<file path="config.mk">
export PLATFORM = sky130hd
export DESIGN_NAME = qrs_front
export DESIGN_NICKNAME = d
export VERILOG_FILES = /design/src/rtl/qrs_pkg.sv /design/src/rtl/qrs_front.sv
export SDC_FILE = /design/constraint.sdc
export NUM_CORES = 2
export LEC_CHECK = 0
export BUFFER_PORTS_ARGS = -buffer_cell sky130_fd_sc_hd__buf_2
export CAP_MARGIN = 20
export CELL_PAD_IN_SITES_DETAIL_PLACEMENT = 0
export CELL_PAD_IN_SITES_GLOBAL_PLACEMENT = 1
export CORE_MARGIN = 2
export CORE_UTILIZATION = 45
export CTS_BUF_LIST = sky130_fd_sc_hd__clkbuf_4
export CTS_CLUSTER_DIAMETER = 80
export DETAILED_ROUTE_END_ITERATION = 10
export HOLD_SLACK_MARGIN = 0.06
export PLACE_DENSITY_LB_ADDON = 0.3
export SYNTH_ARGS = -nofsm -noshare
export SYNTH_HDL_FRONTEND = slang
export SYNTH_SLANG_ARGS = --single-unit
</file>
<file path="constraint.sdc">
create_clock -name clk -period 8.8 [get_ports clk]
set_input_delay 0.88 -clock clk [delete_from_list [all_inputs] [get_ports clk]]
set_output_delay 0.88 -clock clk [all_outputs]
set_load 0.01 [all_outputs]
</file>
<file path="src/rtl/qrs_pkg.sv">
// qrs_pkg: widths, stage payload types and class codes for the quadratic
// root solver. No dependencies; every other file imports it.
package qrs_pkg;

  localparam int COEF_BITS = 16;
  localparam int FRAC_BITS = 16;
  localparam int CLS_W     = 3;
  localparam int VAL_W     = 34;

  localparam int PROD_W    = 2 * COEF_BITS;
  localparam int DELTA_W   = 2 * COEF_BITS + 4;
  localparam int D_W       = 2 * COEF_BITS + 2;
  localparam int X_W       = D_W + 2 * FRAC_BITS;
  localparam int SQ_PAIRS  = X_W / 2;
  localparam int ROOT_W    = SQ_PAIRS;
  localparam int REM_W     = ROOT_W + 3;
  localparam int SQ_STEPS  = 3;
  localparam int SQ_STAGES = (SQ_PAIRS + SQ_STEPS - 1) / SQ_STEPS;

  localparam int N_W        = ROOT_W + 3;
  localparam int DEN_W      = COEF_BITS + 1;
  localparam int DIV_STEPS  = 4;
  localparam int DIV_STAGES = N_W / DIV_STEPS;

  typedef enum logic [CLS_W-1:0] {
    CLS_INFINITE = 3'd0,
    CLS_NONE     = 3'd1,
    CLS_LINEAR   = 3'd2,
    CLS_DOUBLE   = 3'd3,
    CLS_TWO_REAL = 3'd4,
    CLS_COMPLEX  = 3'd5
  } qrs_class_t;

  typedef struct packed {
    logic signed [COEF_BITS-1:0] a;
    logic signed [COEF_BITS-1:0] b;
    logic signed [COEF_BITS-1:0] c;
  } qrs_coef_t;

  typedef struct packed {
    qrs_class_t       cls;
    qrs_coef_t        coef;
    logic [D_W-1:0]   d;
    logic [ROOT_W-1:0] root;
    logic [REM_W-1:0] rem;
  } qrs_sq_t;

  typedef struct packed {
    logic [N_W-1:0]   nq;
    logic [DEN_W-1:0] rem;
    logic [DEN_W-1:0] den;
    logic             neg;
  } qrs_lane_t;

  typedef struct packed {
    qrs_class_t cls;
    qrs_lane_t  lx;
    qrs_lane_t  ly;
  } qrs_dv_t;

endpackage

</file>
<file path="src/rtl/qrs_front.sv">
// qrs_front: two stages, products b*b and a*c, then discriminant and class.
// Depends on qrs_pkg.
module qrs_front (
  input  logic               clk,
  input  logic               rst_n,
  input  logic               in_valid,
  output logic               in_ready,
  input  qrs_pkg::qrs_coef_t in_coef,
  output logic               out_valid,
  input  logic               out_ready,
  output qrs_pkg::qrs_sq_t   out_sq
);
  import qrs_pkg::*;

  logic                     va_r;
  qrs_coef_t                coef_r;
  logic signed [PROD_W-1:0] bb_r, bb_nxt;
  logic signed [PROD_W-1:0] ac_r, ac_nxt;
  logic                     vb_r;
  qrs_sq_t                  sq_r, sq_nxt;
  logic                     a_ready;
  logic signed [DELTA_W-1:0] delta;
  logic [DELTA_W-1:0]       dabs;

  assign a_ready  = !vb_r || out_ready;
  assign in_ready = !va_r || a_ready;
  assign bb_nxt   = in_coef.b * in_coef.b;
  assign ac_nxt   = in_coef.a * in_coef.c;

  always_comb begin
    delta = DELTA_W'(bb_r) - (DELTA_W'(ac_r) <<< 2);
    dabs  = delta[DELTA_W-1] ? DELTA_W'(-delta) : DELTA_W'(delta);
    sq_nxt      = '0;
    sq_nxt.coef = coef_r;
    sq_nxt.d    = dabs[D_W-1:0];
    if (coef_r.a == '0 && coef_r.b == '0 && coef_r.c == '0) begin
      sq_nxt.cls = CLS_INFINITE;
    end else if (coef_r.a == '0 && coef_r.b == '0) begin
      sq_nxt.cls = CLS_NONE;
    end else if (coef_r.a == '0) begin
      sq_nxt.cls = CLS_LINEAR;
    end else if (delta == '0) begin
      sq_nxt.cls = CLS_DOUBLE;
    end else if (!delta[DELTA_W-1]) begin
      sq_nxt.cls = CLS_TWO_REAL;
    end else begin
      sq_nxt.cls = CLS_COMPLEX;
    end
  end

  always_ff @(posedge clk) begin
    if (!rst_n) begin
      va_r <= 1'b0;
      vb_r <= 1'b0;
    end else begin
      if (in_ready) va_r <= in_valid;
      if (a_ready) vb_r <= va_r;
    end
  end

  always_ff @(posedge clk) begin
    if (in_valid && in_ready) begin
      coef_r <= in_coef;
      bb_r   <= bb_nxt;
      ac_r   <= ac_nxt;
    end
    if (va_r && a_ready) sq_r <= sq_nxt;
  end

  assign out_valid = vb_r;
  assign out_sq    = sq_r;

endmodule

</file>
==> metrics.md <==
| Metric | Value |
|---|---|
| Status | completed |
| Starting Density | 45.6% |
| First-pass GRT wire length | 106000 um |
| Remaining antenna violation count | 0 |
| I/O Buffers | 138 |
| Setup Crit Path Kind | in2reg |
| RSZ-0062 raised after global routing | false |
| Post-synth EDFFs | 194 |
| Clk root buf | clkbuf_4 |
| Reg-to-reg startpoint | bb_r[2]$_DFFE_PP_ |
| Final-stage net count | 3646 |
| Relative slew margins | 41.4% |
| CTS clk-pin slew, worst paths | 0.19 ns |
| Setup bufs post-CTS | 0 |
| Die height | 255 um |
| Worst-skew pair later-pin latency | 0.78 ns |
| Area delta synth->final | 5.54% |
| Peak Freq | 145 MHz |
| Via count of the routed design | 19000 |
| Die Area | 64800 um2 |
| Synth Flop Type | edfxtp_1 |
| Setup crit start kind | primary input |
| Worst EP required | 9.32 ns |
| Post-Syn Area | 28300 um2 |
| WL final | 63300 um |
| Total CTS buffers | 17 |
| Die W | 255 um |
| Core footprint | 61900 um2 |
| Mean post-synth cell area | 10.1 um2 |
| CTS Buffer Depth | 2 |
| Crit share post-route | 78.2% |
| FF-to-FF End | out_sq[151]$_SDFFCE_PP0P_ |
| Clock sinks | 196 |
| CP Launch Point | in_coef[31] |
| Post-Synthesis Cells | 2806 |
| Total grt overflow | 0 |
| Final Hold Vio Count | 0 |
| Synth cell types | 84 |
| H-tree Lvls | 4 |
| Cell row count | 91 |
| CTS resizes | 0 |
| CP endpoint kind | register |
| Final Max Slew Viols | 0 |
| Reg2Reg Setup Slack | 4.02 ns |
| Worst min path class | in2reg |
| Fin crit period | 6.88 ns |
| Worst Tran Pin Value | 0.877 ns |
| Initial antenna violation count | 2 |
| Number of global-route vias before repair | 20600 |
| I/O pins | 208 |
| Setup TNS | 0 ns |
| Warnings, synthesis | 0 |
| Ys async rst share | 0% |
| Sequential element share of the synthesized area | 20.7% |
| GPL Wtd Cong | 0.844 |
| Layout cell share with drive strength beyond 1 | 7.26% |
| Drt pass-1 iters | 7 |
| WP data arrival | 7.40 ns |
| Util after Layout | 48.2% |
| HPWL after DPL | 52000 um |
| Largest net degree at the start of global routing | 83 |
| Clock Skews | 0.0446 ns |
| #FFs+latches synth | 196 |
| Setup Viol. Count Final | 0 |
| Layout Cells excl Fill | 3746 |
| CTS tree | built |
| Routed WL per cell | 16.9 um |
| Starting DRT DRC Count | 937 |
| Worst R2R Path Depth | 14 |
| Vias per cell | 5.07 |
| Max Cap Violations | 0 |
| CP max FO | 22 |
| Post-CTS Hold Fix Bufs | 0 |
| GRT Total Usage | 21.0% |
| Placed Cells | 3710 |
| Worst setup path endpoint | bb_r[31]$_DFFE_PP_ |
| Remaining DRCs | 0 |
## final cells by class
cell class	count	area [um2]
Antenna cell	3	7.51
Clock buffer	18	135
Clock inverter	14	173
Fill cell	5899	32100
Inverter	656	2460
Multi-Input combinational cell	1879	19400
Sequential cell	196	5870
Tap cell	837	1050
Timing Repair Buffer	143	748
## kinds of logic after synthesis
| family | after synthesis | synth area share (%) |
|---|---|---|
| xor gates and xnor gates | 130 | 4.12 |
| adders and majority gates | 701 | 44.2 |
| and+or+nand+nor | 672 | 11.9 |
| DFF | 196 | 20.7 |
| muxes | 2 | 0.0708 |
| other | 1 | 0.0133 |
| buffers and inverters | 799 | 11.6 |
| AOI/OAI and AO/OA | 305 | 7.33 |
## synth_stat cells (3+ instances only)
| master | instances | area share (%) |
|---|---|---|
| inv_1 | 655 | 8.7 |
| fa_1 | 497 | 35 |
| nand2_1 | 231 | 3.1 |
| ha_1 | 204 | 9.0 |
| edfxtp_1 | 194 | 21 |
| and2_1 | 174 | 3.9 |
| nor2_1 | 108 | 1.4 |
| xnor2_1 | 91 | 2.8 |
| a21oi_1 | 84 | 1.5 |
| buf_4 | 72 | 1.9 |
| clkbuf_1 | 66 | 0.88 |
| o21ai_0 | 50 | 0.89 |
| a21o_1 | 38 | 1.0 |
| xor2_1 | 37 | 1.1 |
| nand3_1 | 28 | 0.50 |
| nor3_1 | 22 | 0.39 |
| o21a_1 | 20 | 0.53 |
| nor4_1 | 19 | 0.42 |
| nand2b_1 | 17 | 0.38 |
| or3_1 | 14 | 0.31 |
| o21bai_1 | 13 | 0.35 |
| a211oi_1 | 12 | 0.32 |
| and3_1 | 12 | 0.27 |
| nor2b_1 | 12 | 0.27 |
| a31oi_1 | 10 | 0.22 |
| nand4_1 | 9 | 0.20 |
| o21ai_1 | 8 | 0.14 |
| a31o_2 | 7 | 0.22 |
| or2_2 | 7 | 0.15 |
| o211ai_1 | 6 | 0.16 |
| a211o_1 | 5 | 0.15 |
| o31ai_1 | 5 | 0.13 |
| a221o_1 | 4 | 0.14 |
| o2111a_1 | 4 | 0.16 |
| o2111ai_1 | 4 | 0.12 |
| a221oi_1 | 3 | 0.093 |
| o31a_1 | 3 | 0.093 |
| o41ai_1 | 3 | 0.093 |
## metal layers
layer | share of wire [%] | vias up | track usage, %
met1 | 44 | 9752 | 29.0
li1 | - | 8791 | -
met2 | 50 | 401 | 35.4
met5 | 0 | - | 0
met3 | 4.4 | 56 | 2.83
met4 | 1.6 | 0 | 4.80
## layout by cell type, fill, tap and decap left out, drive strengths merged, types with 13 or more instances in the layout
| master | Yosys | layout |
|---|---|---|
| a211oi | 13 | 13 |
| a21o | 38 | 38 |
| a21oi | 84 | 84 |
| and2 | 174 | 174 |
| buf | 76 | 143 |
| clkbuf | 67 | 18 |
| conb | 1 | 69 |
| edfxtp | 194 | 194 |
| fa | 497 | 497 |
| ha | 204 | 204 |
| inv | 655 | 665 |
| nand2 | 232 | 232 |
| nand2b | 17 | 17 |
| nand3 | 28 | 28 |
| nor2 | 109 | 109 |
| nor3 | 22 | 22 |
| nor4 | 21 | 21 |
| o21a | 20 | 20 |
| o21ai | 58 | 58 |
| o21bai | 13 | 13 |
| or3 | 15 | 15 |
| xnor2 | 93 | 93 |
| xor2 | 37 | 37 |
## sequential cells by signal, summed over array words and instances (netlist names)
name / cells
ac_r: 32
out_valid: 1
bb_r: 30
out_sq: 84
coef_r: 48
va_r: 1
## worst min path at each step
stage | from | to | slack, ns | cells past startpoint
2_1_floorplan | coef_r[1]$_DFFE_PP_ | out_sq[104]$_DFFE_PP_ | 0.43 | 0
3_3_place_gp | coef_r[29]$_DFFE_PP_ | out_sq[132]$_DFFE_PP_ | 0.43 | 0
3_5_place_dp | coef_r[32]$_DFFE_PP_ | out_sq[135]$_DFFE_PP_ | 0.43 | 0
4_1_cts | rst_n | out_valid$_SDFFE_PN0P_ | 0.22 | 2
5_1_grt | rst_n | out_valid$_SDFFE_PN0P_ | 0.27 | 2
6_report | rst_n | out_valid$_SDFFE_PN0P_ | 0.33 | 2
## through the flow
step                      setup slack (ns)  area [um2]  hold slack [ns]
after global routing                  1.61       29800            0.266
final                                 1.92       29800            0.327
after floorplan                       1.70       28500            0.427
after CTS                             2.06       29800            0.215
after detailed placement              1.18       29500            0.435
after global placement                1.27       29500            0.431
## critical path, stage by stage
cell and delay [ns]:
buf_2 0.35, inv_1 0.37, nor2_1 0.23, fa_1 0.57, fa_1 0.77, inv_1 0.18
fa_1 0.52, fa_1 0.57, fa_1 0.43, fa_1 0.49, inv_1 0.04, ha_1 0.32
inv_1 0.11, o21bai_1 0.11, a21o_1 0.19, a21oi_1 0.13, nor2b_1 0.06, a311oi_1 0.32
a21oi_1 0.12, a2111o_1 0.36, a21oi_1 0.19, xnor2_1 0.08
Power is not shown: default switching activity piles up to over one toggle a cycle in this logic, so the estimate is an artifact.
