$ cat src/rtl/qrs_pkg.sv
// qrs_pkg: widths, stage payload types and class codes for the quadratic
// root solver. No dependencies; every other file imports it.
package qrs_pkg;

  localparam int COEF_BITS = 16;
  localparam int FRAC_BITS = 16;
  localparam int CLS_W     = 3;
  localparam int VAL_W     = 34;

  localparam int PROD_W    = 2 * COEF_BITS;
  localparam int DELTA_W   = 2 * COEF_BITS + 4;
  localparam int D_W       = 2 * COEF_BITS + 2;
  localparam int X_W       = D_W + 2 * FRAC_BITS;
  localparam int SQ_PAIRS  = X_W / 2;
  localparam int ROOT_W    = SQ_PAIRS;
  localparam int REM_W     = ROOT_W + 3;
  localparam int SQ_STEPS  = 3;
  localparam int SQ_STAGES = (SQ_PAIRS + SQ_STEPS - 1) / SQ_STEPS;

  localparam int N_W        = ROOT_W + 3;
  localparam int DEN_W      = COEF_BITS + 1;
  localparam int DIV_STEPS  = 4;
  localparam int DIV_STAGES = N_W / DIV_STEPS;

  typedef enum logic [CLS_W-1:0] {
    CLS_INFINITE = 3'd0,
    CLS_NONE     = 3'd1,
    CLS_LINEAR   = 3'd2,
    CLS_DOUBLE   = 3'd3,
    CLS_TWO_REAL = 3'd4,
    CLS_COMPLEX  = 3'd5
  } qrs_class_t;

  typedef struct packed {
    logic signed [COEF_BITS-1:0] a;
    logic signed [COEF_BITS-1:0] b;
    logic signed [COEF_BITS-1:0] c;
  } qrs_coef_t;

  typedef struct packed {
    qrs_class_t       cls;
    qrs_coef_t        coef;
    logic [D_W-1:0]   d;
    logic [ROOT_W-1:0] root;
    logic [REM_W-1:0] rem;
  } qrs_sq_t;

  typedef struct packed {
    logic [N_W-1:0]   nq;
    logic [DEN_W-1:0] rem;
    logic [DEN_W-1:0] den;
    logic             neg;
  } qrs_lane_t;

  typedef struct packed {
    qrs_class_t cls;
    qrs_lane_t  lx;
    qrs_lane_t  ly;
  } qrs_dv_t;

endpackage

$ cat src/rtl/qrs_div_stage.sv
// qrs_div_stage: a few restoring division steps on two magnitude lanes.
// Depends on qrs_pkg.
module qrs_div_stage (
  input  logic             clk,
  input  logic             rst_n,
  input  logic             in_valid,
  output logic             in_ready,
  input  qrs_pkg::qrs_dv_t in_dv,
  output logic             out_valid,
  input  logic             out_ready,
  output qrs_pkg::qrs_dv_t out_dv
);
  import qrs_pkg::*;

  logic    v_r;
  qrs_dv_t dv_r, dv_nxt;

  function automatic qrs_lane_t div_steps(input qrs_lane_t l);
    qrs_lane_t     o;
    logic [DEN_W:0] t;
    o = l;
    for (int k = 0; k < DIV_STEPS; k++) begin
      t    = {o.rem, o.nq[N_W-1]};
      o.nq = {o.nq[N_W-2:0], 1'b0};
      if (t >= {1'b0, o.den}) begin
        t       = t - {1'b0, o.den};
        o.nq[0] = 1'b1;
      end
      o.rem = t[DEN_W-1:0];
    end
    return o;
  endfunction

  assign in_ready = !v_r || out_ready;

  always_comb begin
    dv_nxt    = in_dv;
    dv_nxt.lx = div_steps(in_dv.lx);
    dv_nxt.ly = div_steps(in_dv.ly);
  end

  always_ff @(posedge clk) begin
    if (!rst_n) v_r <= 1'b0;
    else if (in_ready) v_r <= in_valid;
  end

  always_ff @(posedge clk) begin
    if (in_valid && in_ready) dv_r <= dv_nxt;
  end

  assign out_valid = v_r;
  assign out_dv    = dv_r;

endmodule

$ cat config.mk
export PLATFORM = sky130hd
export DESIGN_NAME = qrs_div_stage
export DESIGN_NICKNAME = d
export VERILOG_FILES = /design/src/rtl/qrs_pkg.sv /design/src/rtl/qrs_div_stage.sv
export SDC_FILE = /design/constraint.sdc
export NUM_CORES = 1
export LEC_CHECK = 0
export BUFFER_PORTS_ARGS = -buffer_cell sky130_fd_sc_hd__clkbuf_2
export CORE_MARGIN = 2
export CORE_UTILIZATION = 25
export CTS_CLUSTER_DIAMETER = 120
export DETAILED_ROUTE_END_ITERATION = 16
export GPL_TIMING_DRIVEN = 0
export HOLD_SLACK_MARGIN = 0.15
export MAX_ROUTING_LAYER = met4
export SYNTH_ARGS = -nofsm -noshare
export SYNTH_HDL_FRONTEND = slang
export SYNTH_SLANG_ARGS = --single-unit
$ cat constraint.sdc
create_clock -name clk -period 25.5 [get_ports clk]
set_input_delay 3.825 -clock clk [delete_from_list [all_inputs] [get_ports clk]]
set_output_delay 3.825 -clock clk [all_outputs]
set_load 0.02 [all_outputs]
==> results of run 1 <==
[worst max-delay path, delay by kind of cell]
| kind | cells | cell delay, ps |
|---|---|---|
| multiplexers | 2 | 690 |
| AO/OA/AOI/OAI | 24 | 6390 |
| adder cells (fa/ha/maj) | 4 | 1390 |
| buffers and inverters | 9 | 2400 |
| AND/OR/NAND/NOR | 6 | 1340 |
[final cells by class]
cell class,count,area [um^2],share of cell area (%)
multi-input combinational,1038,7790,49.8
inverter,104,393,2.51
clock buffer,17,425,2.72
buffer,23,124,0.791
timing repair buffer,297,1530,9.78
tap,672,841,5.37
clock inverter,15,175,1.12
sequential,146,4370,27.9
[layer usage]
| layer | routed length [um] | global-route usage (%) | up-vias |
|---|---|---|---|
| met4 | 1610 | 7.20 | 0 |
| met2 | 19000 | 25.3 | 372 |
| met3 | 1910 | 3.08 | 91 |
| li1 | - | - | 5587 |
| met5 | 0 | - | - |
| met1 | 16900 | 17.8 | 5364 |
[how the worst max path moves through the flow]
stage                          from              endpoint  slack [ps]  cells past startpoint
after CTS                  in_dv[2]  out_dv[22]$_DFFE_PP_        9840                     45
after detailed placement   in_dv[2]  out_dv[22]$_DFFE_PP_        9390                     47
after global placement     in_dv[2]  out_dv[22]$_DFFE_PP_        9340                     47
after floorplan           in_dv[70]  out_dv[31]$_DFFE_PP_       11990                     48
after global routing       in_dv[2]  out_dv[22]$_DFFE_PP_        8800                     46
final                      in_dv[2]  out_dv[22]$_DFFE_PP_        9730                     45
[cell families after synthesis]
kind of cell,count (synthesis),share of synthesized area (%)
buffers and inverters,127,4.08
AND/OR/NAND/NOR,351,14.0
adder cells (fa/ha/maj),144,14.7
multiplexers,56,4.73
flip-flops,146,34.5
AO/OA/AOI/OAI,382,20.8
XOR/XNOR,105,7.26
[report_power, final]
group	internal, mW	total, mW	switching (mW)
Clock	0.132	0.257	0.125
Sequential	0.370	0.384	0.0139
Combinational	0.675	1.68	1.01
Total	1.18	2.32	1.15
[cells in the final DEF, fill, tap and decap left out, types with 46 or more instances in the layout]
cell type and n:
inv_1 99, nor2_1 92, o21ai_0 70, ha_1 136, edfxtp_1 145, a21oi_1 100, xor2_1 46, xnor2_1 59
nand2_1 66, clkbuf_2 295
[through the flow]
| stage | total power [mW] | cell area [um^2] |
|---|---|---|
| finish | 2.32 | 15700 |
| floorplan | 1.61 | 12700 |
| detailed placement | 2.05 | 15100 |
| global route | 2.51 | 15700 |
| global placement | 2.04 | 15000 |
| CTS | 2.33 | 15700 |
[registers in the layout, indices dropped and copies added (netlist names)]
signal and flops:
out_dv 145, out_valid 1
==> flow_summary.ini, run 1 <==
[worst_setup_path]
required_ps = 25810
crit_path_top_delay_cell = a2111oi_0
crit_path_max_fanout = 10
crit_arrival_ps = 16080
cpPeakStageDelay_ps = 640
r2r_slack_ps = 23500
path_class = in -> reg
r2r_end = out_dv[37]$_DFFE_PP_
crit_path_end_kind = flip-flop
rr_worst_depth = 4
rr_startpoint = out_valid$_SDFFE_PN0N_
cp-start-kind = input pin

[grt]
grt_start_max_net_pins = 59
antenna_found_initial = 1
grt_use_total_pct = 15.3
grt_pass1_wl_um = 60500
overflow = 0
first_global_vias = 11300

[sta]
tns_ps = 0
rsz0062_at_grt = false
whs_ps = 557
worst_slew_pin_slew_ps = 792
period_needed_ps = 15770
drv_slew = 0
finClkSkew_ps = 14.9
fin_crit_sh_pct = 61.8
fin_ws_ps = 9730
finalHoldViolCount = 0
slew_headroom_pct = 46.8
max_freq_ghz = 0.0634
finalSetupViolations = 0

[clock_network]
clock_path_buffers = 2
cts_num_sinks = 146
ctsResizeCount = 0
clock_latency_ps = 470
post-cts-setup-buffers = 0
numCtsBuffers = 17
cts.clk_slew.worst_paths_ps = 70
root_buffer = clkbuf_16
cts_tree = yes
cts-hold-fix-buffers = 0
cts_htree_levels = 4

[final_layout]
fin_cells = 2312
final_nets = 1920
fin_util_pct = 31.3
drive_gt1_share_pct = 25.5
diodes = 0
area_growth_pct = 23.5
num-fill-cells = 5266

[route]
routedWlPerCell_um = 17.0
ant_nets = 0
vias = 11400
via_per_inst = 4.94
first_iter_violations = 617
totalWireLength_um = 39400
first_pass_iters = 5
drc = 0

[synth]
synth-edff-count = 145
yosysSeqAreaShare_pct = 34.5
postSynthAreaPerCell_um2 = 9.67
syn_area_um2 = 12700
ys_ff_latch = 146
synthTopCellsByCount = edfxtp_1 (145), ha_1 (136), a21oi_1 (100), inv_1 (99), nor2_1 (92)
async_flop_share_pct = 0
yosysUniqueCellTypes = 91
syn_nets = 1604
synth.top_cell.area_share_pct = 34.4
synthTopCellsByArea = edfxtp_1 (34%), ha_1 (13%), xnor2_1 (4.1%), a21oi_1 (3.9%), xor2_1 (3.2%)
yosys_warnings = 0
synth.most_common_cell = edfxtp_1
synth_ff_type = edfxtp_1
yosys.area.top_type = edfxtp_1
syn_inst = 1311

[die]
boundaryPins = 296
core_um2 = 50100
dieArea_um2 = 52500
num_rows = 82
die_h_um = 229
die_w_um = 229
start_util_pct = 25.3

[power_and_ir_drop]
worst_ir_drop_vdd_mv = 0.0642
power.leakage_nw = 6.95
power_density_nw_per_um2 = 148

[placed_design]
globalplace.congestion = 0.977
port_buffers = 295
dp_slack_ps = 9390
dpl.hpwl_um = 32800
placed_cells = 2280

[flow_run]
maxCapViolCount = 0

[worst_hold_path]
min-delay-start = out_valid$_SDFFE_PN0N_
hold_class = reg -> reg
min_to = out_valid$_SDFFE_PN0N_
min_path_cells = 2

[outcome]
status = finished clean
(Power assumes the default switching activity.)
==> run 2, diff against run 1 <==
==> constraint.sdc (replaced) <==
create_clock -name clk -period 13.79 [get_ports clk]
set_input_delay 2.0685 -clock clk [delete_from_list [all_inputs] [get_ports clk]]
set_output_delay 2.0685 -clock clk [all_outputs]
set_load 0.02 [all_outputs]
==> run 2 against run 1 <==
  * Worst hold slack about the same
  * Total power increased by 86%
  * Global-route usage unchanged
  * Routed wire length rose by 0.27%
  * Via count shrank 0.22%
  * Sequential power grew 85%
  * Non-clock buffer count is 9 higher
  * Sequential share of layout area is 0.23 points lower
  * Critical path depth up 1
  * Setup slack worse by 9000 ps
  * Clock skew about the same
  * First-iteration DRC count is 14% higher
  * Largest power group unchanged
==> flow_summary.ini, run 2 (synthesis gave the netlist of run 1 again) <==
[worst_setup_path]
cp-start-kind = input pin
crit_buf_inv = 9
crit_arrival_ps = 13250
cpPeakStageDelay_ps = 510
path_class = in -> reg
crit_path_max_fanout = 10
required_ps = 13990
crit_path_end_kind = flip-flop
crit_path_top_delay_cell = fa_1
worst_path_dominant_cell_family = compound AO/OA/AOI/OAI gates

[flow_run]
maxCapViolCount = 0

[route]
drc = 0
via_per_inst = 4.91
first_pass_iters = 5
routedWlPerCell_um = 17.0
totalWireLength_um = 39500
first_iter_violations = 701
vias = 11400
ant_nets = 0

[placed_design]
dpl.hpwl_um = 32800
dpl-instance-area_um2 = 15100
placed_cells = 2280
port_buffers = 295
dp_slack_ps = -568
globalplace.congestion = 0.977

[final_layout]
layout_common_cells = clkbuf_2 (300), edfxtp_1 (145), ha_1 (136)
drive_gt1_share_pct = 26.7
fin_cells = 2321
largest_reg_flops = 145
area_growth_pct = 24.5
layout_commonest_cell = clkbuf_2
final_nets = 1929
diodes = 0
num-fill-cells = 5254
fin_area_um2 = 15800

[clock_network]
clock_latency_ps = 470
clock_path_buffers = 2
cts_htree_levels = 4
cts_tree = yes
numCtsBuffers = 17
cts_num_sinks = 146
cts.clk_slew.worst_paths_ps = 70
root_buffer = clkbuf_16

[power_and_ir_drop]
p_seq_share_pct = 16.4
power.leakage_nw = 7.01
internal_power_mw = 2.19
worst_ir_drop_vdd_mv = 0.122
switching_power_mw = 2.13
power_density_nw_per_um2 = 274
pwr-share-clk_pct = 11.0
pwr-share-comb_pct = 72.6
switching_share_pct = 49.3

[die]
boundaryPins = 296
die_h_um = 229
die_w_um = 229
dieArea_um2 = 52500
num_rows = 82
core_um2 = 50100
start_util_pct = 25.3

[sta]
max_freq_ghz = 0.0766
period_needed_ps = 13050
worst_slew_pin_slew_ps = 769
finalHoldViolCount = 0
whs_ps = 557
finClkSkew_ps = 14.7
tns_ps = 0
finalSetupViolations = 0
slew_headroom_pct = 48.1
drv_slew = 0
fin_crit_sh_pct = 94.7
fin_ws_ps = 737

[grt]
grt_use_total_pct = 15.3
first_global_vias = 11300
grt_pass1_wl_um = 60500
grt_start_max_net_pins = 59
overflow = 0
antenna_found_initial = 1

[worst_hold_path]
hold_class = reg -> reg

[outcome]
status = finished clean
run 2: cell count changes in the layout (fill, tap and decap cells not counted), sizes merged:
cell,before,now
buf,15,24
clkinvlp,1,2
inv,113,112
run 2: final timing paths:
path                     startpoint                      to  slack [ps]  cells past startpoint
max                        in_dv[2]    out_dv[24]$_DFFE_PP_         740                     46
min          out_valid$_SDFFE_PN0N_  out_valid$_SDFFE_PN0N_         560                      2
min reg2reg  out_valid$_SDFFE_PN0N_  out_valid$_SDFFE_PN0N_         560                      2
max reg2reg  out_valid$_SDFFE_PN0N_    out_dv[37]$_DFFE_PP_       11800                      4
run 2: timing repair:
item	in CTS	in global routing
pin swaps	0	2
endpoints found under the setup margin	1	36
hold buffers	0	0
gates resized for setup	2	23
setup buffers	0	9
run 2: layout make-up:
class / count / area [um^2] / share of cell area [%]
Multi-Input combinational cell: 1038 / 7840 / 49.7
Buffer: 23 / 133 / 0.840
Timing Repair Buffer: 306 / 1600 / 10.1
Sequential cell: 146 / 4370 / 27.7
Tap cell: 672 / 841 / 5.33
Clock inverter: 15 / 175 / 1.11
Clock buffer: 17 / 425 / 2.70
Inverter: 104 / 397 / 2.51
run 2: worst min-delay path, delay by kind of cell (launching register included):
family / cells / cell delay, ps
compound gates: 1 / 90
flops: 1 / 310
simple gates: 1 / 110
run 2: metal layers:
metal | track usage (%) | vias to the layer above | part of all wire [%]
li1 | - | 5610 | -
met1 | 17.8 | 5328 | 43
met2 | 25.3 | 365 | 48
met3 | 3.08 | 86 | 5.1
met4 | 7.20 | 0 | 4.1
met5 | - | - | 0
run 2: stage by stage:
step	power, mW	util [%]
finish	4.32	31.5
global route	4.67	31.5
CTS	4.30	31.3
detailed placement	3.79	30.1
global placement	3.77	29.9
floorplan	2.97	-
run 2: power groups by stage:
| stage | logic (mW) | registers [mW] | clock network (mW) |
|---|---|---|---|
| global route | 3.44 | 0.718 | 0.512 |
| global placement | 3.04 | 0.728 | 0 |
| CTS | 3.09 | 0.712 | 0.499 |
| detailed placement | 3.07 | 0.721 | 0 |
| finish | 3.14 | 0.710 | 0.476 |
| floorplan | 2.15 | 0.821 | 0 |
