`src/rtl/qrs_pkg.sv`:
```
// qrs_pkg: widths, stage payload types and class codes for the quadratic
// root solver. No dependencies; every other file imports it.
package qrs_pkg;

  localparam int COEF_BITS = 16;
  localparam int FRAC_BITS = 16;
  localparam int CLS_W     = 3;
  localparam int VAL_W     = 34;

  localparam int PROD_W    = 2 * COEF_BITS;
  localparam int DELTA_W   = 2 * COEF_BITS + 4;
  localparam int D_W       = 2 * COEF_BITS + 2;
  localparam int X_W       = D_W + 2 * FRAC_BITS;
  localparam int SQ_PAIRS  = X_W / 2;
  localparam int ROOT_W    = SQ_PAIRS;
  localparam int REM_W     = ROOT_W + 3;
  localparam int SQ_STEPS  = 3;
  localparam int SQ_STAGES = (SQ_PAIRS + SQ_STEPS - 1) / SQ_STEPS;

  localparam int N_W        = ROOT_W + 3;
  localparam int DEN_W      = COEF_BITS + 1;
  localparam int DIV_STEPS  = 4;
  localparam int DIV_STAGES = N_W / DIV_STEPS;

  typedef enum logic [CLS_W-1:0] {
    CLS_INFINITE = 3'd0,
    CLS_NONE     = 3'd1,
    CLS_LINEAR   = 3'd2,
    CLS_DOUBLE   = 3'd3,
    CLS_TWO_REAL = 3'd4,
    CLS_COMPLEX  = 3'd5
  } qrs_class_t;

  typedef struct packed {
    logic signed [COEF_BITS-1:0] a;
    logic signed [COEF_BITS-1:0] b;
    logic signed [COEF_BITS-1:0] c;
  } qrs_coef_t;

  typedef struct packed {
    qrs_class_t       cls;
    qrs_coef_t        coef;
    logic [D_W-1:0]   d;
    logic [ROOT_W-1:0] root;
    logic [REM_W-1:0] rem;
  } qrs_sq_t;

  typedef struct packed {
    logic [N_W-1:0]   nq;
    logic [DEN_W-1:0] rem;
    logic [DEN_W-1:0] den;
    logic             neg;
  } qrs_lane_t;

  typedef struct packed {
    qrs_class_t cls;
    qrs_lane_t  lx;
    qrs_lane_t  ly;
  } qrs_dv_t;

endpackage

```
`src/rtl/qrs_sqrt_stage.sv`:
```
// qrs_sqrt_stage: a few bit-pair iterations of the restoring square root.
// Depends on qrs_pkg.
module qrs_sqrt_stage #(
  parameter int TOP_PAIR = 2
) (
  input  logic             clk,
  input  logic             rst_n,
  input  logic             in_valid,
  output logic             in_ready,
  input  qrs_pkg::qrs_sq_t in_sq,
  output logic             out_valid,
  input  logic             out_ready,
  output qrs_pkg::qrs_sq_t out_sq
);
  import qrs_pkg::*;

  logic              v_r;
  qrs_sq_t           sq_r, sq_nxt;

  assign in_ready = !v_r || out_ready;

  always_comb begin
    logic [X_W-1:0]    x;
    logic [ROOT_W-1:0] root;
    logic [REM_W-1:0]  rem;
    logic [REM_W-1:0]  r4;
    logic [REM_W-1:0]  trial;
    logic [1:0]        pair;
    int                j;
    x    = {in_sq.d, {(2 * FRAC_BITS){1'b0}}};
    root = in_sq.root;
    rem  = in_sq.rem;
    for (int k = 0; k < SQ_STEPS; k++) begin
      j     = TOP_PAIR - k;
      pair  = (j >= 0 && j < SQ_PAIRS) ? x[2*j +: 2] : 2'b00;
      r4    = {rem[REM_W-3:0], pair};
      trial = REM_W'({root, 2'b01});
      if (r4 >= trial) begin
        rem  = r4 - trial;
        root = {root[ROOT_W-2:0], 1'b1};
      end else begin
        rem  = r4;
        root = {root[ROOT_W-2:0], 1'b0};
      end
    end
    sq_nxt      = in_sq;
    sq_nxt.root = root;
    sq_nxt.rem  = rem;
  end

  always_ff @(posedge clk) begin
    if (!rst_n) v_r <= 1'b0;
    else if (in_ready) v_r <= in_valid;
  end

  always_ff @(posedge clk) begin
    if (in_valid && in_ready) sq_r <= sq_nxt;
  end

  assign out_valid = v_r;
  assign out_sq    = sq_r;

endmodule

```
`config.mk`:
```
export PLATFORM = sky130hd
export DESIGN_NAME = qrs_sqrt_stage
export DESIGN_NICKNAME = d
export VERILOG_FILES = /design/src/rtl/qrs_pkg.sv /design/src/rtl/qrs_sqrt_stage.sv
export SDC_FILE = /design/constraint.sdc
export NUM_CORES = 1
export LEC_CHECK = 0
export BUFFER_PORTS_ARGS = -buffer_cell sky130_fd_sc_hd__buf_2
export CAP_MARGIN = 0
export CORE_MARGIN = 10
export CORE_UTILIZATION = 35
export DETAILED_ROUTE_END_ITERATION = 16
export GPL_TIMING_DRIVEN = 0
export HOLD_SLACK_MARGIN = 0.08
export PLACE_DENSITY_LB_ADDON = 0.12
export SYNTH_ARGS = -nofsm -noshare
export SYNTH_HDL_FRONTEND = slang
export SYNTH_SLANG_ARGS = --single-unit
export TNS_END_PERCENT = 100
```
`constraint.sdc`:
```
create_clock -name clk -period 11.1 [get_ports clk]
set_input_delay 1.11 -clock clk [delete_from_list [all_inputs] [get_ports clk]]
set_output_delay 1.11 -clock clk [all_outputs]
set_load 0.03 [all_outputs]
```
==> results.cfg, run 1 <==
[global_route]
grt_max_degree = 63
grt_usage_pct = 18.0
grt_pass1_wl_mm = 53.8
antenna_found_initial = 2
first_global_vias = 9033
grt-ovfl-total = 0

[clock_network]
cts_tree = yes
cts_hold_buffers = 0
clkSinkCount = 154
path_clk_slew_ns = 0.06
cts_max_path_buffers = 2
clk_latency_ns = 0.44
numCtsBuffers = 17
htree_num_levels = 4
cts_root_buf = clkbuf_16

[run_status]
status = complete, no violations

[yosys]
synth_seq_cells = 154
synth_top_family_by_area = compound AO/OA/AOI/OAI gates
syn-cell-area_um2 = 10900
syn_area_per_cell_um2 = 10.7
synth.net_count = 1274
yosys.area.top_type = edfxtp_1
synthFlopType = edfxtp_1
synth_edf_count = 153
synth_fa_ha_area_share_pct = 11.6
synth_top_area_share_pct = 42.1
yosysWarnings = 0
synth-simple-area-share_pct = 9.97
yosys-top-cells-area = edfxtp_1 (42%), ha_1 (11%), xnor2_1 (3.9%)
syn_inst = 1016
synthArstFlopShare_pct = 0
synth_cell_types = 73
seq_area_frac_synth_pct = 42.3
muxShareOfSynthArea_pct = 7.92
synth_compound_area_share_pct = 18.3
synth_xor_area_share_pct = 6.34

[timing]
timing.hold.ws_ns = 0.536
tightest_slew_ns = 0.883
maxSlewHeadroom_pct = 41.1
fin_crit_sh_pct = 94.1
setup-tns-final_ns = 0
clock.fmax_mhz = 95.8
fin_crit_ns = 10.44
rsz0062_at_grt = no
finalClockSkew_ns = 0.0108
hold_viol = 0
maxSlewViolCount = 0
finalSetupViolCount = 0

[setup_path]
endpoint_kind = register
cp_slowest_cell = clkdlybuf4s15_1
path_max_fanout = 11
setup.worst_path.class = in -> reg
rr_worst_depth = 4
start_kind = primary input
critPathArrivalTime_ns = 10.62
slowest_delay_ns = 0.58
crit_required_ns = 11.28

[route]
vias_per_cell = 5.22
wl_mm = 36.1
num_vias = 9169
dr.pass1.iters = 6
first_iter_violations = 462
drtAntennaViolNets = 0
wl_per_cell_um = 20.6
drc = 0

[pwr]
p_sw_share_pct = 40.4
cellPowerDensity_nw_per_um2 = 239
combPwrFrac_pct = 57.3
p_sw_uw = 1310
total_leakage_power_uw = 0.00608
power.share.clock_pct = 17.7
seqPwrFrac_pct = 25.0
vdd_drop_max_mv = 0.113
power_uw = 3250
internal_power_uw = 1940

[die]
die_x_um = 197
dieArea_um2 = 38600
row_count = 64
coreArea_um2 = 30700
die_height_um = 197
ios = 314
start_util_pct = 35.6

[final_layout]
syn_to_final_growth_pct = 24.7
nets = 1606
n_antenna_cell = 0
nFillCells = 3026
layout-drive-gt1-share_pct = 32.4

[placed_design]
dp.final_hpwl_mm = 29.4
place.gp.congestion = 0.878
numPortBuffers = 311

[worst_hold_path]
hp-class = reg -> reg
hold_depth = 2

[job]
cap_violations = 0
[cell type report]
class / instances / area [um^2] / area share, %
clock inverter: 14 / 145 / 1.07
multi-input combinational: 775 / 5920 / 43.5
buffer: 26 / 163 / 1.20
inverter: 61 / 231 / 1.70
tap: 396 / 495 / 3.64
timing repair buffer: 313 / 1600 / 11.8
clock buffer: 17 / 425 / 3.13
sequential: 154 / 4610 / 33.9
[layout by cell type (no fill, tap or decap), drive strengths merged, types with 9 or more instances in the layout]
master  count
buf       324
edfxtp    153
ha         98
a21oi      85
nand2      78
o21ai      71
inv        65
mux2       62
xnor2      49
a21o       49
nor2       49
clkbuf     31
xor2       30
o21a       22
nand3      18
nand4      17
o21bai     13
nor2b      10
a211oi      9
nand2b      9
[power groups by stage]
stage | Clock (uW) | Combinational (uW) | Sequential [uW]
2_1_floorplan | 0 | 1220 | 1020
3_3_place_gp | 0 | 1850 | 831
3_5_place_dp | 0 | 1850 | 826
4_1_cts | 598 | 1870 | 814
5_1_grt | 622 | 2030 | 823
6_report | 574 | 1860 | 812
[logic make-up (layout without fill, tap and decap cells)]
kind of cell	after synthesis	count (layout)
buf+inv	87	431
xor+xnor	79	79
compound gates	304	304
simple gates	224	224
fa+ha+maj	100	100
flops	154	154
mux	68	68
[routing by layer]
layer | track usage, % | up-vias | wire, um
li1 | - | 4491 | -
met2 | 29.5 | 305 | 16700
met5 | 0 | - | 27
met1 | 22.5 | 4341 | 15800
met4 | 4.13 | 4 | 478
met3 | 5.72 | 28 | 3040
[worst max-delay path, delay by kind of cell]
kind | cells | cell delay, ns
compound gates | 15 | 4.03
buf+inv | 8 | 1.80
simple gates | 8 | 1.66
fa+ha+maj | 4 | 1.26
mux | 2 | 0.71
[per-stage QoR]
| step | instances | setup slack, ns | cell area [um^2] | utilization (%) |
|---|---|---|---|---|
| 4_1_cts | 1756 | 0.282 | 13600 | 44.3 |
| 6_report | 1756 | 0.660 | 13600 | 44.3 |
| 3_5_place_dp | 1725 | -0.169 | 13000 | 42.4 |
| 2_1_floorplan | 1016 | 2.42 | 10900 | - |
| 3_3_place_gp | 1723 | -0.111 | 13000 | 42.3 |
| 5_1_grt | 1756 | 0.0850 | 13600 | 44.3 |
[flip-flops by register name, summed over array words and instances (netlist names)]
signal and cells:
out_valid 1, out_sq 153
[final timing paths]
| check | endpoint | startpoint | slack (ns) |
|---|---|---|---|
| max reg2reg | out_sq[13] | out_valid | 8.97 |
| min reg2reg | out_valid | out_valid | 0.54 |
| min | out_valid | out_valid | 0.54 |
| max | out_sq[27] | in_sq[36] | 0.66 |
[cell usage after synthesis, types with 3 or more instances]
cell,count
a31o_2,3
o31ai_1,8
xor2_1,30
and2_1,8
a31oi_1,7
buf_6,6
o21a_1,22
inv_1,60
o22ai_1,3
nand4_1,17
edfxtp_1,153
nor2b_1,10
mux2_2,34
o21ai_0,70
nor4_1,3
nand2b_1,8
buf_2,4
nor3_1,8
mux2_4,28
clkbuf_1,15
a211oi_1,8
xnor2_1,49
a21oi_1,83
o21bai_1,13
a2111oi_0,4
nand3_1,17
o211ai_1,3
mux2i_1,6
and3_1,7
a21o_1,49
nor2_1,49
nand2_1,78
a41oi_1,4
ha_1,98
or3_1,4
[repair_timing]
| item | in CTS | in global routing |
|---|---|---|
| resized for setup | 0 | 12 |
| endpoints found under the hold margin | 0 | 0 |
| setup endpoints to repair | 0 | 35 |
| buffers inserted | 0 | 0 |
Power figures use the tool's default switching activity.
==> run 2, diff against run 1 <==
--- a/config.mk
+++ b/config.mk
@@ -5,10 +5,11 @@
 export SDC_FILE = /design/constraint.sdc
 export NUM_CORES = 1
 export LEC_CHECK = 0
+export ABC_AREA = 1
 export BUFFER_PORTS_ARGS = -buffer_cell sky130_fd_sc_hd__buf_2
 export CAP_MARGIN = 0
 export CORE_MARGIN = 10
-export CORE_UTILIZATION = 35
+export CORE_UTILIZATION = 25
 export DETAILED_ROUTE_END_ITERATION = 16
 export GPL_TIMING_DRIVEN = 0
 export HOLD_SLACK_MARGIN = 0.08
==> results.cfg, run 2 <==
[run_status]
status = complete, no violations

[die]
die_height_um = 227
start_util_pct = 25.4
dieArea_um2 = 51600
ios = 314
coreArea_um2 = 42200
die_x_um = 227
row_count = 75

[setup_path]
setup.worst_path.class = in -> reg
critPathTopFamily = compound AO/OA/AOI/OAI gates
start_kind = primary input
endpoint_kind = register
rr_worst_depth = 4
r2r_end = out_sq[59]
crit_required_ns = 11.37
cp_slowest_cell = buf_1
slowest_delay_ns = 0.67
reg2reg_from = out_valid
ff2ff_setup_slack_ns = 9.20
cp_common_cell = nand2_1
critPathArrivalTime_ns = 9.30
path_buf_inv = 8
path_max_fanout = 11

[route]
vias_per_cell = 4.55
dr.pass1.iters = 5
wl_mm = 41.0
drtAntennaViolNets = 0
num_vias = 9748
wl_per_cell_um = 19.1
drc = 0
first_iter_violations = 495

[yosys]
yosysWarnings = 0
netlist_top_cells_count = nand2_1 (329), edfxtp_1 (153), inv_1 (142)
yosys.area.top_type = edfxtp_1
synthArstFlopShare_pct = 0
yosys-top-cells-area = edfxtp_1 (43%), nand2_1 (12%), ha_1 (11%)
seq_area_frac_synth_pct = 43.0
syn_inst = 1252
syn_area_per_cell_um2 = 8.57
synth_edf_count = 153
synth_top_area_share_pct = 42.8
synth_cell_types = 52
synth_seq_cells = 154
syn-cell-area_um2 = 10700
synth.net_count = 1510
synthFlopType = edfxtp_1
yosysMostFrequentCell = nand2_1

[timing]
maxSlewViolCount = 0
finalClockSkew_ns = 0.0145
finalSetupViolCount = 0
hold_viol = 0
timing.hold.ws_ns = 0.555
maxSlewHeadroom_pct = 45.0
tightest_slew_ns = 0.825
fin_crit_ns = 9.03
rsz0062_at_grt = no
fin_crit_sh_pct = 81.4
clock.fmax_mhz = 111

[final_layout]
syn_to_final_growth_pct = 27.4
final_cell_area_um2 = 13700
layout_common_cells = nand2_1 (329), buf_2 (317), edfxtp_1 (153)
nets = 1846
utilization_pct = 32.4
layout_commonest_cell = nand2_1
layout-drive-gt1-share_pct = 24.4
largest_reg_flops = 153

[clock_network]
numCtsBuffers = 17
cts_resized = 0
clkSinkCount = 154
cts_tree = yes
path_clk_slew_ns = 0.07
clk_latency_ns = 0.48
cts_max_path_buffers = 2
cts_hold_buffers = 0
htree_num_levels = 4
cts_root_buf = clkbuf_16
cts_post_setup_buffers_inserted = 0

[placed_design]
numPortBuffers = 311
place.gp.congestion = 0.856
dp.final_hpwl_mm = 35.3
placed_area_um2 = 13100

[worst_hold_path]
min_to = out_valid
hold_depth = 2
hp-class = reg -> reg
hp-start = out_valid

[global_route]
antenna_found_initial = 3
grt_max_degree = 30
grt-ovfl-total = 0
first_global_vias = 9895
grt_usage_pct = 15.7
grt_pass1_wl_mm = 60.1

[pwr]
total_leakage_power_uw = 0.00639
internal_power_uw = 1630
p_sw_share_pct = 46.5
p_sw_uw = 1420
cellPowerDensity_nw_per_um2 = 223
power.share.clock_pct = 18.8
combPwrFrac_pct = 54.5
power_uw = 3050
seqPwrFrac_pct = 26.6
vdd_drop_max_mv = 0.121

[job]
cap_violations = 0
[run 2: cell types whose count changed after synthesis, moves of 28 or more]
cell     before  now
mux2_2       34    0
mux2_4       28    0
nand2_1      78  329
a21o_1       49    8
inv_1        60  142
a21oi_1      83  113
o21ai_1       1   37
[run 2: how the worst max path moves through the flow]
stage / slack (ns) / end / startpoint / cells after the start
4_1_cts: 2.03 / out_sq[21] / in_sq[43] / 45
3_5_place_dp: 1.52 / out_sq[21] / in_sq[43] / 45
2_1_floorplan: 1.88 / out_sq[0] / in_valid / 2
5_1_grt: 1.35 / out_sq[21] / in_sq[61] / 42
6_report: 2.07 / out_sq[21] / in_sq[57] / 43
3_3_place_gp: -2.16 / out_sq[59] / in_valid / 3
[run 2: layout make-up]
cell class	count	area [um^2]
Antenna cell	2	5.00
Buffer	19	116
Clock buffer	18	429
Clock inverter	14	133
Fill cell	4554	28600
Inverter	147	554
Multi-Input combinational cell	932	5450
Sequential cell	154	4610
Tap cell	539	674
Timing Repair Buffer	317	1690
[run 2: metrics by stage]
stage,cells,TNS (ns),setup slack [ns]
final,2142,0,2.07
after detailed placement,2108,0,1.52
after global routing,2141,0,1.35
after CTS,2140,0,2.03
after floorplan,1252,0,1.88
after global placement,2102,-326.82,-2.16
[run 2: power groups by stage]
stage | clock [uW] | sequential, uW | combinational (uW)
global placement | 0 | 839 | 1670
CTS | 604 | 816 | 1680
detailed placement | 0 | 828 | 1670
global route | 620 | 821 | 1860
floorplan | 0 | 1020 | 973
finish | 574 | 811 | 1660
[run 2: worst min-delay path, delay by kind of cell, from the launching register on]
family             cells  cell delay [ns]
DFF                    1             0.35
and+or+nand+nor        1             0.09
AOI/OAI and AO/OA      1             0.07
[run 2: per-layer routing]
layer / global-route usage, % / vias up / share of wire (%)
li1: - / 4959 / -
met1: 19.2 / 4495 / 45
met2: 26.8 / 265 / 47
met3: 3.62 / 29 / 6.5
met4: 5.16 / 0 / 1.6
met5: 0 / - / 0
[run 2: cells by family after synthesis]
| family | Yosys count | synth area share (%) |
|---|---|---|
| compound gates | 287 | 14.6 |
| xor+xnor | 72 | 5.88 |
| fa+ha+maj | 100 | 11.8 |
| buf+inv | 166 | 6.25 |
| flops | 154 | 43.0 |
| simple gates | 473 | 18.4 |
==> run 3, diff against run 2 <==
==> constraint.sdc (replaced) <==
create_clock -name clk -period 8.2 [get_ports clk]
set_input_delay 0.82 -clock clk [delete_from_list [all_inputs] [get_ports clk]]
set_output_delay 0.82 -clock clk [all_outputs]
set_load 0.03 [all_outputs]
==> results.cfg, run 3 (synthesis gave the netlist of run 2 again) <==
[timing]
maxSlewViolCount = 0
tightest_slew_ns = 0.773
clock.fmax_mhz = 133
fin_crit_ns = 7.50
finalSetupViolCount = 0
finalClockSkew_ns = 0.0145
maxSlewHeadroom_pct = 48.3
fin_crit_sh_pct = 91.5
hold_viol = 0

[setup_path]
r2r_end = out_sq[3]
critPathCapture = out_sq[18]
slowest_delay_ns = 0.38
rr_worst_depth = 4
cp_slowest_cell = ha_1
critPathLaunch = in_sq[38]
reg2reg_from = out_valid
start_kind = primary input
setup.worst_path.class = in -> reg
crit_required_ns = 8.50
ff2ff_setup_slack_ns = 6.24
cp_common_cell = nand2_1
path_max_fanout = 10
endpoint_kind = register
critPathArrivalTime_ns = 7.80

[global_route]
grt_usage_pct = 15.4
met3_usage_pct = 3.78
grt_max_degree = 29
grt_pass1_wl_mm = 59.6
met2_usage_pct = 26.1
grt-busiest-layer = met2
grtUsageMet1_pct = 19.0
first_global_vias = 9908
antenna_found_initial = 3
grt-ovfl-total = 0

[final_layout]
nets = 1848
layout.cells.non_filler = 2144
layout-drive-gt1-share_pct = 25.8
final-seq-area_um2 = 4610
layout_common_cells = nand2_1 (329), buf_2 (312), edfxtp_1 (153)
nFillCells = 4527
utilization_pct = 32.6
layout_commonest_cell = nand2_1
syn_to_final_growth_pct = 28.3
largest_reg_flops = 153
multi_input_comb_area_um2 = 5510

[route]
drtAntennaViolNets = 0
vias_per_cell = 4.52
num_vias = 9690
wl_mm = 40.4
wl_per_cell_um = 18.8
dr.pass1.iters = 5
drc = 0
first_iter_violations = 543

[die]
start_util_pct = 25.4
coreArea_um2 = 42200
dieArea_um2 = 51600
die_height_um = 227
ios = 314
die_x_um = 227
row_count = 75

[placed_design]
dp.cells = 2108
dp.final_hpwl_mm = 34.9
numPortBuffers = 311
place.gp.congestion = 0.858

[pwr]
vdd_drop_max_mv = 0.183
cellPowerDensity_nw_per_um2 = 301
total_leakage_power_uw = 0.00641

[clock_network]
cts_max_path_buffers = 2
htree_num_levels = 4
path_clk_slew_ns = 0.07
clk_latency_ns = 0.49
clkSinkCount = 154
cts_tree = yes
cts_hold_buffers = 0
numCtsBuffers = 17
cts_root_buf = clkbuf_16

[job]
cap_violations = 0

[run_status]
status = complete, no violations

[worst_hold_path]
hp-class = in -> reg
run 3: stage by stage:
stage / TNS, ns / power, uW / hold slack, ns / area [um^2] / setup WS [ns]
final: 0 / 4140 / 0.510 / 13800 / 0.699
after global routing: -0.408 / 4480 / 0.474 / 13800 / -0.0431
after floorplan: 0 / 2700 / 0.874 / 10700 / 1.45
after detailed placement: -30.50 / 3380 / 0.599 / 13100 / -1.07
after global placement: -40.73 / 3380 / 0.546 / 13000 / -1.10
after CTS: 0 / 4180 / 0.462 / 13700 / 0.0424
run 3: area by class of cell:
type | count | share of cell area, %
inverter | 147 | 4.07
timing repair buffer | 319 | 12.4
multi-input combinational | 932 | 40.1
clock inverter | 13 | 0.791
antenna | 2 | 0.0364
tap | 539 | 4.90
buffer | 19 | 1.06
sequential | 154 | 33.5
clock buffer | 19 | 3.15
run 3: critical path, delay by kind of cell:
kind / cells / cell delay [ns]
and+or+nand+nor: 20 / 2.34
AOI/OAI and AO/OA: 13 / 2.25
xor gates and xnor gates: 1 / 0.16
buffers and inverters: 9 / 1.13
adders and majority gates: 3 / 1.05
run 3: worst min path at each step:
| stage | startpoint | to | slack (ns) | cells past startpoint |
|---|---|---|---|---|
| floorplan | out_valid | out_valid | 0.87 | 2 |
| global placement | out_valid | out_valid | 0.55 | 2 |
| detailed placement | out_valid | out_valid | 0.60 | 2 |
| CTS | in_sq[92] | out_sq[92] | 0.46 | 1 |
| global route | in_sq[153] | out_sq[153] | 0.47 | 1 |
| finish | in_sq[84] | out_sq[84] | 0.51 | 1 |
run 3: layer usage:
layer,up-vias,share of wire [%]
met5,-,0
met1,4431,46
met2,260,47
met4,0,1.2
met3,30,6.2
li1,4969,-
run 3: power by group:
group | switching (uW) | total (uW) | internal (uW)
clock | 365 | 760 | 394
combinational | 1520 | 2280 | 761
sequential | 31.1 | 1100 | 1070
total | 1920 | 4140 | 2220
run 3: what timing repair did:
item	4_1_cts	5_1_grt
setup endpoints to repair	35	36
gates resized for setup	8	34
gates cloned	0	0
pin swaps	0	1
buffers inserted	0	2
